File: src/hdl/obstacle_steer_speed_ramp_top_defines.svh
// Assertion macros for the obstacle steering ramp block.
// OSR_ASSERT_NOW checks the consequent in the same cycle,
// OSR_ASSERT_NEXT checks it in the following cycle.
`ifndef OBSTACLE_STEER_SPEED_RAMP_TOP_DEFINES_SVH
`define OBSTACLE_STEER_SPEED_RAMP_TOP_DEFINES_SVH

`ifndef SYNTH
`define OSR_ASSERT_NOW(label, clk, rst, ante, cons) \
   label: assert property (@(posedge clk) disable iff (rst) (ante) |-> (cons)) \
      else $error("osr assertion failed");
`define OSR_ASSERT_NEXT(label, clk, rst, ante, cons) \
   label: assert property (@(posedge clk) disable iff (rst) (ante) |=> (cons)) \
      else $error("osr assertion failed");
`else
`define OSR_ASSERT_NOW(label, clk, rst, ante, cons)
`define OSR_ASSERT_NEXT(label, clk, rst, ante, cons)
`endif

`endif

File: src/hdl/osr_pkg.sv
package osr_pkg;

   localparam int DIST_W  = 12;
   localparam int FRONT_W = 13;
   localparam int SIDE_W  = 12;
   localparam int FREQ_W  = 16;
   localparam int CSR_IDX_W = 3;
   localparam int CSR_DATA_W = 16;

   localparam logic [FRONT_W-1:0] FRONT_CLEAR_RST = 13'd400;
   localparam logic [SIDE_W-1:0]  SIDE_DIFF_RST   = 12'd10;
   localparam logic [FREQ_W-1:0]  FWD_MIN_RST     = 16'd100;
   localparam logic [FREQ_W-1:0]  FWD_MAX_RST     = 16'd1000;
   localparam logic [FREQ_W-1:0]  FWD_STEP_RST    = 16'd40;
   localparam logic [FREQ_W-1:0]  TURN_MIN_RST    = 16'd100;
   localparam logic [FREQ_W-1:0]  TURN_MAX_RST    = 16'd300;
   localparam logic [FREQ_W-1:0]  TURN_STEP_RST   = 16'd10;

   typedef enum logic [CSR_IDX_W-1:0] {
      REG_FRONT_CLEAR = 3'd0,
      REG_SIDE_DIFF   = 3'd1,
      REG_FWD_MIN     = 3'd2,
      REG_FWD_MAX     = 3'd3,
      REG_FWD_STEP    = 3'd4,
      REG_TURN_MIN    = 3'd5,
      REG_TURN_MAX    = 3'd6,
      REG_TURN_STEP   = 3'd7
   } reg_index_type;

   typedef enum logic [2:0] {
      MODE_IDLE  = 3'd0,
      MODE_FWD   = 3'd1,
      MODE_LEFT  = 3'd2,
      MODE_RIGHT = 3'd3,
      MODE_BACK  = 3'd4
   } mode_type;

   typedef enum logic [1:0] {
      DRIVE_FWD   = 2'd0,
      DRIVE_LEFT  = 2'd1,
      DRIVE_RIGHT = 2'd2,
      DRIVE_BACK  = 2'd3
   } drive_type;

   typedef enum logic [1:0] {
      ACT_CHANGED = 2'd0,
      ACT_ACCEL   = 2'd1,
      ACT_HELD    = 2'd2
   } action_type;

   typedef struct packed {
      logic [FRONT_W-1:0] front_clear_limit;
      logic [SIDE_W-1:0]  side_diff_limit;
      logic [FREQ_W-1:0]  fwd_base_freq;
      logic [FREQ_W-1:0]  fwd_freq_limit;
      logic [FREQ_W-1:0]  fwd_step;
      logic [FREQ_W-1:0]  turn_base_freq;
      logic [FREQ_W-1:0]  turn_freq_limit;
      logic [FREQ_W-1:0]  turn_step;
   } cfg_type;

   typedef struct packed {
      logic [DIST_W-1:0] dist_right;
      logic [DIST_W-1:0] dist_right_front;
      logic [DIST_W-1:0] dist_left_front;
      logic [DIST_W-1:0] dist_left;
   } dist_type;

   typedef struct packed {
      drive_type         drive_mode;
      logic [FREQ_W-1:0] step_freq;
      action_type        action;
   } result_type;

endpackage

File: src/hdl/osr_csr.sv
module osr_csr (
   input  logic                               clock,
   input  logic                               reset,
   input  logic                               csr_valid,
   output logic                               csr_ready,
   input  logic [osr_pkg::CSR_IDX_W-1:0]      csr_index,
   input  logic [osr_pkg::CSR_DATA_W-1:0]     csr_wdata,
   output osr_pkg::cfg_type                   cfg
);

   osr_pkg::cfg_type cfg_ff;

   assign csr_ready = 1'b1;
   assign cfg       = cfg_ff;

   always_ff @(posedge clock) begin
      if (reset) begin
         cfg_ff.front_clear_limit <= osr_pkg::FRONT_CLEAR_RST;
         cfg_ff.side_diff_limit   <= osr_pkg::SIDE_DIFF_RST;
         cfg_ff.fwd_base_freq     <= osr_pkg::FWD_MIN_RST;
         cfg_ff.fwd_freq_limit    <= osr_pkg::FWD_MAX_RST;
         cfg_ff.fwd_step          <= osr_pkg::FWD_STEP_RST;
         cfg_ff.turn_base_freq    <= osr_pkg::TURN_MIN_RST;
         cfg_ff.turn_freq_limit   <= osr_pkg::TURN_MAX_RST;
         cfg_ff.turn_step         <= osr_pkg::TURN_STEP_RST;
      end else if (csr_valid && csr_ready) begin
         case (osr_pkg::reg_index_type'(csr_index))
            osr_pkg::REG_FRONT_CLEAR:
               cfg_ff.front_clear_limit <= csr_wdata[osr_pkg::FRONT_W-1:0];
            osr_pkg::REG_SIDE_DIFF:
               cfg_ff.side_diff_limit <= csr_wdata[osr_pkg::SIDE_W-1:0];
            osr_pkg::REG_FWD_MIN:   cfg_ff.fwd_base_freq   <= csr_wdata;
            osr_pkg::REG_FWD_MAX:   cfg_ff.fwd_freq_limit  <= csr_wdata;
            osr_pkg::REG_FWD_STEP:  cfg_ff.fwd_step        <= csr_wdata;
            osr_pkg::REG_TURN_MIN:  cfg_ff.turn_base_freq  <= csr_wdata;
            osr_pkg::REG_TURN_MAX:  cfg_ff.turn_freq_limit <= csr_wdata;
            osr_pkg::REG_TURN_STEP: cfg_ff.turn_step       <= csr_wdata;
            default: ;
         endcase
      end
   end

endmodule

File: src/hdl/osr_core.sv
module osr_core (
   input  logic                 clock,
   input  logic                 reset,
   input  logic                 step_en,
   input  osr_pkg::cfg_type     cfg,
   input  osr_pkg::dist_type    sensor,
   output osr_pkg::result_type  result
);

   osr_pkg::mode_type             mode_ff, mode_in;
   logic [osr_pkg::FREQ_W-1:0]    freq_ff, freq_in;

   logic [osr_pkg::FRONT_W-1:0]   front_sum;
   logic [osr_pkg::DIST_W:0]      left_bound, right_bound;
   logic                          fwd_ok, left_ok, right_ok;
   logic                          stay;
   logic [osr_pkg::FREQ_W-1:0]    ramp_step, ramp_max;
   logic [osr_pkg::FREQ_W:0]      ramp_sum;
   logic                          ramp_ok;
   osr_pkg::action_type           act;
   osr_pkg::drive_type            drive;

   always_comb begin
      front_sum   = {1'b0, sensor.dist_left_front} + {1'b0, sensor.dist_right_front};
      fwd_ok      = front_sum <= cfg.front_clear_limit;
      // right minus left, or left minus right, beyond the limit, compared without a signed subtract
      left_bound  = {1'b0, sensor.dist_left} + {1'b0, cfg.side_diff_limit};
      right_bound = {1'b0, sensor.dist_right} + {1'b0, cfg.side_diff_limit};
      left_ok     = {1'b0, sensor.dist_right} > left_bound;
      right_ok    = {1'b0, sensor.dist_left} > right_bound;

      case (mode_ff)
         osr_pkg::MODE_FWD:   stay = fwd_ok;
         osr_pkg::MODE_LEFT:  stay = left_ok;
         osr_pkg::MODE_RIGHT: stay = right_ok;
         default:             stay = 1'b0;
      endcase

      ramp_step = (mode_ff == osr_pkg::MODE_FWD) ? cfg.fwd_step : cfg.turn_step;
      ramp_max  = (mode_ff == osr_pkg::MODE_FWD) ? cfg.fwd_freq_limit : cfg.turn_freq_limit;
      ramp_sum  = {1'b0, freq_ff} + {1'b0, ramp_step};
      ramp_ok   = ramp_sum < {1'b0, ramp_max};

      if (stay) begin
         mode_in = mode_ff;
         if (ramp_ok) begin
            freq_in = ramp_sum[osr_pkg::FREQ_W-1:0];
            act     = osr_pkg::ACT_ACCEL;
         end else begin
            freq_in = freq_ff;
            act     = osr_pkg::ACT_HELD;
         end
      end else begin
         act = osr_pkg::ACT_CHANGED;
         if (fwd_ok) begin
            mode_in = osr_pkg::MODE_FWD;
            freq_in = cfg.fwd_base_freq;
         end else if (left_ok) begin
            mode_in = osr_pkg::MODE_LEFT;
            freq_in = cfg.turn_base_freq;
         end else if (right_ok) begin
            mode_in = osr_pkg::MODE_RIGHT;
            freq_in = cfg.turn_base_freq;
         end else begin
            mode_in = osr_pkg::MODE_BACK;
            freq_in = cfg.fwd_base_freq;
         end
      end

      case (mode_in)
         osr_pkg::MODE_FWD:   drive = osr_pkg::DRIVE_FWD;
         osr_pkg::MODE_LEFT:  drive = osr_pkg::DRIVE_LEFT;
         osr_pkg::MODE_RIGHT: drive = osr_pkg::DRIVE_RIGHT;
         default:             drive = osr_pkg::DRIVE_BACK;
      endcase

      result.drive_mode = drive;
      result.step_freq  = freq_in;
      result.action     = act;
   end

   always_ff @(posedge clock) begin
      if (reset) begin
         mode_ff <= osr_pkg::MODE_IDLE;
         freq_ff <= '0;
      end else if (step_en) begin
         mode_ff <= mode_in;
         freq_ff <= freq_in;
      end
   end

endmodule

File: src/hdl/obstacle_steer_speed_ramp_top.sv
// Channel   Dir  Handshake           Word
// req_      in   req_valid/req_stall four distance readings
// rsp_      out  rsp_valid/rsp_stall drive mode, step frequency, action
// csr_      in   csr_valid/csr_ready register index, write data
//
// One sensor set per cycle sustained while rsp_stall stays low. An accepted
// word lands in the input register; the mode/frequency update then runs into
// the result register, which raises rsp_valid. Synchronous active-high reset
// restores the register defaults, idle mode and zero frequency. A stall on a
// valid rsp_ word freezes the result register and a full input register;
// req_stall rises only when the input register is full and cannot move on.
`include "obstacle_steer_speed_ramp_top_defines.svh"

module obstacle_steer_speed_ramp_top (
   input  logic                            clock,
   input  logic                            reset,
   input  logic                            req_valid,
   output logic                            req_stall,
   input  logic [osr_pkg::DIST_W-1:0]      req_dist_right,
   input  logic [osr_pkg::DIST_W-1:0]      req_dist_right_front,
   input  logic [osr_pkg::DIST_W-1:0]      req_dist_left_front,
   input  logic [osr_pkg::DIST_W-1:0]      req_dist_left,
   output logic                            rsp_valid,
   input  logic                            rsp_stall,
   output logic [1:0]                      rsp_drive_mode,
   output logic [osr_pkg::FREQ_W-1:0]      rsp_step_freq,
   output logic [1:0]                      rsp_action,
   input  logic                            csr_valid,
   output logic                            csr_ready,
   input  logic [osr_pkg::CSR_IDX_W-1:0]   csr_index,
   input  logic [osr_pkg::CSR_DATA_W-1:0]  csr_wdata
);

   osr_pkg::cfg_type     cfg;
   osr_pkg::dist_type    dist_ff;
   osr_pkg::result_type  result, rsp_ff;
   logic                 in_valid_ff, rsp_valid_ff;
   logic                 out_adv, in_adv, step_en;

   assign out_adv = !rsp_valid_ff || !rsp_stall;
   assign in_adv  = !in_valid_ff || out_adv;
   assign step_en = in_valid_ff && out_adv;

   assign req_stall      = !in_adv;
   assign rsp_valid      = rsp_valid_ff;
   assign rsp_drive_mode = rsp_ff.drive_mode;
   assign rsp_step_freq  = rsp_ff.step_freq;
   assign rsp_action     = rsp_ff.action;

   osr_csr u_csr (
      .clock     (clock),
      .reset     (reset),
      .csr_valid (csr_valid),
      .csr_ready (csr_ready),
      .csr_index (csr_index),
      .csr_wdata (csr_wdata),
      .cfg       (cfg)
   );

   osr_core u_core (
      .clock   (clock),
      .reset   (reset),
      .step_en (step_en),
      .cfg     (cfg),
      .sensor  (dist_ff),
      .result  (result)
   );

   always_ff @(posedge clock) begin
      if (reset) begin
         in_valid_ff <= 1'b0;
      end else if (in_adv) begin
         in_valid_ff <= req_valid;
      end
   end

   always_ff @(posedge clock) begin
      if (in_adv && req_valid) begin
         dist_ff.dist_right       <= req_dist_right;
         dist_ff.dist_right_front <= req_dist_right_front;
         dist_ff.dist_left_front  <= req_dist_left_front;
         dist_ff.dist_left        <= req_dist_left;
      end
   end

   always_ff @(posedge clock) begin
      if (reset) begin
         rsp_valid_ff <= 1'b0;
      end else if (out_adv) begin
         rsp_valid_ff <= in_valid_ff;
      end
   end

   // capture the result only when the core commits its state update
   always_ff @(posedge clock) begin
      if (step_en) begin
         rsp_ff <= result;
      end
   end

   `OSR_ASSERT_NEXT(a_in_to_stage, clock, reset, req_valid && !req_stall, in_valid_ff)
   `OSR_ASSERT_NEXT(a_step_to_rsp, clock, reset, step_en, rsp_valid)
   `OSR_ASSERT_NOW(a_fwd_below_max, clock, reset,
      rsp_valid && rsp_action == osr_pkg::ACT_ACCEL && rsp_drive_mode == osr_pkg::DRIVE_FWD,
      rsp_step_freq < cfg.fwd_freq_limit)

endmodule

File: config.mk
export PLATFORM = sky130hd
export DESIGN_NAME = obstacle_steer_speed_ramp_top
export DESIGN_NICKNAME = d
export VERILOG_FILES = /design/src/hdl/osr_pkg.sv /design/src/hdl/osr_csr.sv /design/src/hdl/osr_core.sv /design/src/hdl/obstacle_steer_speed_ramp_top.sv
export VERILOG_INCLUDE_DIRS = /design/src /design/src/hdl
export SDC_FILE = /design/constraint.sdc
export NUM_CORES = 1
export LEC_CHECK = 0
export ABC_AREA = 0
export BUFFER_PORTS_ARGS = -buffer_cell sky130_fd_sc_hd__buf_2
export CORE_UTILIZATION = 42
export CTS_BUF_LIST = sky130_fd_sc_hd__clkbuf_8
export CTS_CLUSTER_DIAMETER = 60
export DETAILED_ROUTE_END_ITERATION = 10
export GPL_TIMING_DRIVEN = 1
export HOLD_SLACK_MARGIN = 0.15
export MAX_ROUTING_LAYER = met4
export SETUP_SLACK_MARGIN = 0.15
export SLEW_MARGIN = 20
export SYNTH_ARGS = -nofsm -noshare
export SYNTH_HDL_FRONTEND = slang
export SYNTH_HIERARCHICAL = 1
export SYNTH_SLANG_ARGS = --single-unit
File: constraint.sdc
create_clock -name clock -period 5.1 [get_ports clock]
set_input_delay 0.765 -clock clock [delete_from_list [all_inputs] [get_ports clock]]
set_output_delay 0.765 -clock clock [all_outputs]
set_load 0.1 [all_outputs]
Word-level counts from Yosys, hierarchy flattened
Cells that the tools add are included.
Operators by class
  reductions and logical operators: 17
  order comparisons: 4
  eq/ne operators: 13
  multiplexer cells: 14
  add/subtract/negate cells: 4
Operator list (number)
  $mux 16: 7
  $add 12x12->13: 3
  $gt 12x13->1: 2
  $eq 3x2->1 const B: 6
  $add 16x16->17: 1
  $lt 17x16->1: 1
  $reduce_and 2->1: 8
  $le 13x13->1: 1
  $eq 3x3->1 const B: 4
  $mux 3: 4
  $eq 3x1->1 const B: 3
  $pmux 2 s3: 1
  $logic_not 1->1: 4
  $logic_not 3->1: 1
  $pmux 1 s3: 1
  $logic_and 1x1->1: 2
  $logic_or 1x1->1: 2
  $mux 2: 1
Word-level totals
  input bits: 72
  output and inout port bits: 23
  word-level logic and storage cells: 71
  register bits: 210

Depth between registers and ports, before layout
  depth in word-level cells: 8
  gate-level depth with buffers: 22
  mapped depth without buffers: 20

Modules after synthesis
Netlist, hierarchy kept.
Modules (own cells, without submodules)
  osr_core: area each 5233.8 um^2, seq. area each 380.4 um^2, instances 1, cells each 663
  osr_csr: area each 4767.1 um^2, seq. area each 2422.3 um^2, instances 1, cells each 438
  obstacle_steer_speed_ramp_top: area each 2128.3 um^2, seq. area each 2082.0 um^2, instances 1, cells each 78

Worst setup path before layout
Ideal clock, no wire load.
  path kind: reg-to-reg
  from: reg u_core.mode_ff[2]
  to: reg rsp_ff, in the netlist rsp_step_freq[12] (data pin)
  period minus slack after synthesis: 5.232 ns
  library setup time: 0.265 ns
  buffers on the path: 3
  cell stages (with the launch flop): 21
  data arrival time: 4.967 ns
  setup slack: -0.132 ns
  data required time: 4.835 ns
  path through: dfxtp_1 -> buf_2 -> nor3b_4 -> clkbuf_1 -> mux2_2 -> ha_1 -> a21o_1 -> a2111oi_0 -> nand4_1 -> a31oi_1 -> xnor2_1 -> ha_1 -> a211oi_1 -> nand2_1 -> nor4_1 -> a21oi_1 -> a311oi_2 -> buf_4 -> mux2_2 -> a222oi_1 -> inv_1
RTL lines
  start: declaration: line osr_core.sv:10  | osr_pkg::mode_type mode_ff, mode_in;
  start signal: assignment: line osr_core.sv:84  | mode_ff <= osr_pkg::MODE_IDLE;
  start signal: assignment: line osr_core.sv:87  | mode_ff <= mode_in;
  end signal: assignment: line obstacle_steer_speed_ramp_top.sv:97  | rsp_ff <= result;
  end: declaration: line obstacle_steer_speed_ramp_top.sv:36  | osr_pkg::result_type result, rsp_ff;

==> results_dict.tcl <==
set metrics [dict create \
    status "finished with violations" \
    violations "negative setup slack" \
    grt_pass1_wl_um 48190 \
    netlist_area_sq_um 12130 \
    final_core_util 0.5195 \
    syn_to_final_growth_pct 20.29 \
    via_per_inst 5.217 \
    clock_sinks 210 \
    slew_violations 0 \
    tightest_slew_ps 1137 \
    die_h_um 171.9 \
    avgSynthCellArea_sq_um 10.29 \
    fmax_mhz 193.5 \
    nets 1503 \
    final_cells 1733 \
    ys.flop_type "dfxtp_1" \
    fin_crit_sh 1.014 \
    place_area_sq_um 13160 \
    pre_cts_ws_ps -144.8 \
    drv_cap 0 \
    p_sw_frac 0.3094 \
    ir_drop_v 0.0001907 \
    finClkSkew_ps 22.55 \
    core.rowCount 61 \
    design_area_sq_um 14590 \
    min_path_cells 1 \
    routedWlPerCell_um 17.67 \
    path_common_cell "buf_4" \
    worstPathMaxFanout 8 \
    crit_chain "nor3b_4 > buf_12 > buf_4 > buf_4 > mux2_2 > ha_4 > buf_4 > o21a_1 > o31a_1 > o211ai_1 > mux2i_1 > nand2_1 > ha_1 > a21oi_2 > a21oi_1 > o221ai_1 > a21oi_1 > a311oi_2 > buf_6 > buf_4 > mux2_4 > a222oi_1 > inv_1" \
    r2r-start "u_core/mode_ff[1]" \
    grt_max_degree 79 \
    synth_edf_count 68 \
    synthTopCellsByArea "dfxtp_1, edfxtp_1, mux2i_1" \
    internal_power_mw 3.196 \
    ys_warn_count 6 \
    cpPeakStageDelay_ps 380 \
    r2r_cells 23 \
    drtPass1Iterations 6 \
    synth_top_area_frac 0.2344 \
    grt_overflow 0 \
    clock-root-buffer "clkbuf_8" \
    synth_nets 1359 \
    synthCells 1179 \
    dieArea_sq_um 29560 \
    power.switching_mw 1.432 \
    portBuffers 93 \
    critical_path_class "flop to flop" \
    antenna_found_initial 3 \
    yosysMostFrequentCell "dfxtp_1" \
    relSlewSlack 0.2378 \
    drtIter0Drc 496 \
    hold_path.class "input pin to flop" \
    gp_congestion 0.9409 \
    hold_buffers 0 \
    coreArea_sq_um 28090 \
    dp.cells 1632 \
    grt_usage 0.2175 \
    cp.arrival_ps 5430 \
    worstSetupStartpoint "u_core/mode_ff[1]" \
    rsz0062_at_grt "yes" \
    worst-endpoint-required_ps 5370 \
    yosysSeqAreaShare 0.4027 \
    yosys.area.top_type "dfxtp_1" \
    cts_tree "yes" \
    p_per_area_nw_per_um2 317.2 \
    fin_ws_ps -69.02 \
    ys_ff_latch 210 \
    ant_nets 0 \
    cp-end-kind "flop" \
    start_util 0.4318 \
    clockPowerShare 0.338 \
    slowest_stage "mux2_2" \
    grt_pass1_vias 8932 \
    finalCriticalPeriod_ps 5169 \
    synth_common_cells "dfxtp_1, mux2i_1, nand2b_1" \
    vias 9041 \
    dpl.hpwl_um 22200 \
    fp.dieW_um 171.9 \
    wirelength_um 30620 \
    leakage_nw 6.535 \
    min_from "req_dist_left_front[0]" \
    hold_viol_final 0 \
    cp-start-kind "flop" \
    insertion_delay_ps 540 \
    numCtsBuffers 38 \
    cts_max_level 2 \
    combPwrFrac 0.260 \
    cts_buffer_depth 3 \
    async_flop_share 0 \
    drive_above_1_share 0.2263 \
    drc 0 \
    clk_pin_slew_ps 60 \
    synth_cell_type_count 81 \
    seq_power_share 0.401 \
    setup_viol_count_final 10 \
    pin_count 95 \
]
[sequential cells by signal, indices dropped and copies added (netlist names)]
signal and cells:
u_core/mode_ff 3, rsp_step_freq 16, u_csr/cfg 121, rsp_drive_mode 2
u_core/freq_ff 16, rsp_action 2, dist_ff 48, rsp_valid 1
in_valid_ff 1
[kinds of logic (layout without fill, tap and decap cells)]
logic type,after synthesis,in the layout,share of synthesized area
buffers and inverters,119,292,0.04322
adders and majority gates,108,108,0.1139
DFF,210,210,0.4027
xor gates and xnor gates,37,37,0.02672
other,1,4,0.0003092
and+or+nand+nor,333,333,0.1513
muxes,168,168,0.1416
AOI/OAI and AO/OA,203,203,0.1202
[through the flow]
| stage | hold WS, ps | total power [mW] | setup TNS [ps] |
|---|---|---|---|
| 5_1_grt | 381.5 | 4.849 | -5141 |
| 4_1_cts | 357.5 | 4.615 | 0 |
| 3_5_place_dp | 464.2 | 2.911 | -1085 |
| 3_3_place_gp | 459.0 | 2.903 | -97.22 |
| 2_1_floorplan | 447.8 | 2.618 | 0 |
| 6_report | 396.9 | 4.628 | -262.4 |
[path summary, 6_finish.rpt]
kind                      endpoint  slack [ps]
setup / recovery  rsp_step_freq[4]         -70
hold / removal         dist_ff[12]         400
setup reg to reg  rsp_step_freq[4]         -70
hold reg to reg       u_csr/cfg[8]         480
[repair_timing]
action                     in CTS  in global routing
pin swaps                      27                 38
setup endpoints to repair      32                 33
buffers inserted               22                  7
gates resized for setup        49                 30
[final cells by class]
type                       instances  area [sq um]
fill                            2631         13500
multi-input combinational        850          7134
sequential                       210          4888
timing repair buffer             159          1095
clock buffer                      45         619.3
tap                              378         473.0
inverter                          64         240.2
clock inverter                    24         132.6
antenna                            3         7.507
[layer usage]
layer,wire length (um),GRT usage
met1,13750,0.2671
met2,14400,0.3531
met3,1380,0.04028
met4,1089,0.08542
met5,0,-
[worst max-delay path, delay by kind of cell, from the launching register on]
| kind | cells | cell delay [ps] |
|---|---|---|
| flops | 1 | 330 |
| simple gates | 2 | 390 |
| fa+ha+maj | 2 | 580 |
| buf+inv | 7 | 970 |
| mux | 3 | 920 |
| compound gates | 9 | 1710 |
[power by group through the flow]
| stage | Sequential (mW) | Combinational (mW) | Clock, mW |
|---|---|---|---|
| 2_1_floorplan | 1.98 | 0.643 | 0 |
| 3_3_place_gp | 1.89 | 1.01 | 0 |
| 3_5_place_dp | 1.89 | 1.02 | 0 |
| 4_1_cts | 1.86 | 1.14 | 1.62 |
| 5_1_grt | 1.86 | 1.31 | 1.68 |
| 6_report | 1.86 | 1.20 | 1.57 |
[cell usage in the layout (no fill, tap or decap), drive strengths merged, types with 5 or more instances in the layout]
| cell type | Yosys | layout |
|---|---|---|
| clkinv | 0 | 8 |
| o31a | 5 | 5 |
| a21o | 15 | 15 |
| a21oi | 53 | 53 |
| mux2i | 139 | 139 |
| or3 | 6 | 6 |
| nand3 | 18 | 18 |
| mux2 | 29 | 29 |
| inv | 64 | 77 |
| edfxtp | 68 | 68 |
| o21bai | 8 | 8 |
| a222oi | 13 | 13 |
| o21ai | 31 | 31 |
| nand2 | 32 | 32 |
| buf | 27 | 159 |
| dfxtp | 142 | 142 |
| a211oi | 23 | 23 |
| nand4b | 5 | 5 |
| nand4 | 6 | 6 |
| nor4 | 6 | 6 |
| xor2 | 17 | 17 |
| clkbuf | 28 | 45 |
| nor2b | 14 | 14 |
| nand2b | 122 | 122 |
| o21a | 6 | 6 |
| o211ai | 10 | 10 |
| xnor2 | 20 | 20 |
| ha | 104 | 104 |
| nor2 | 88 | 88 |
| nor3 | 14 | 14 |
No activity file was read; power rests on OpenSTA's default activity.
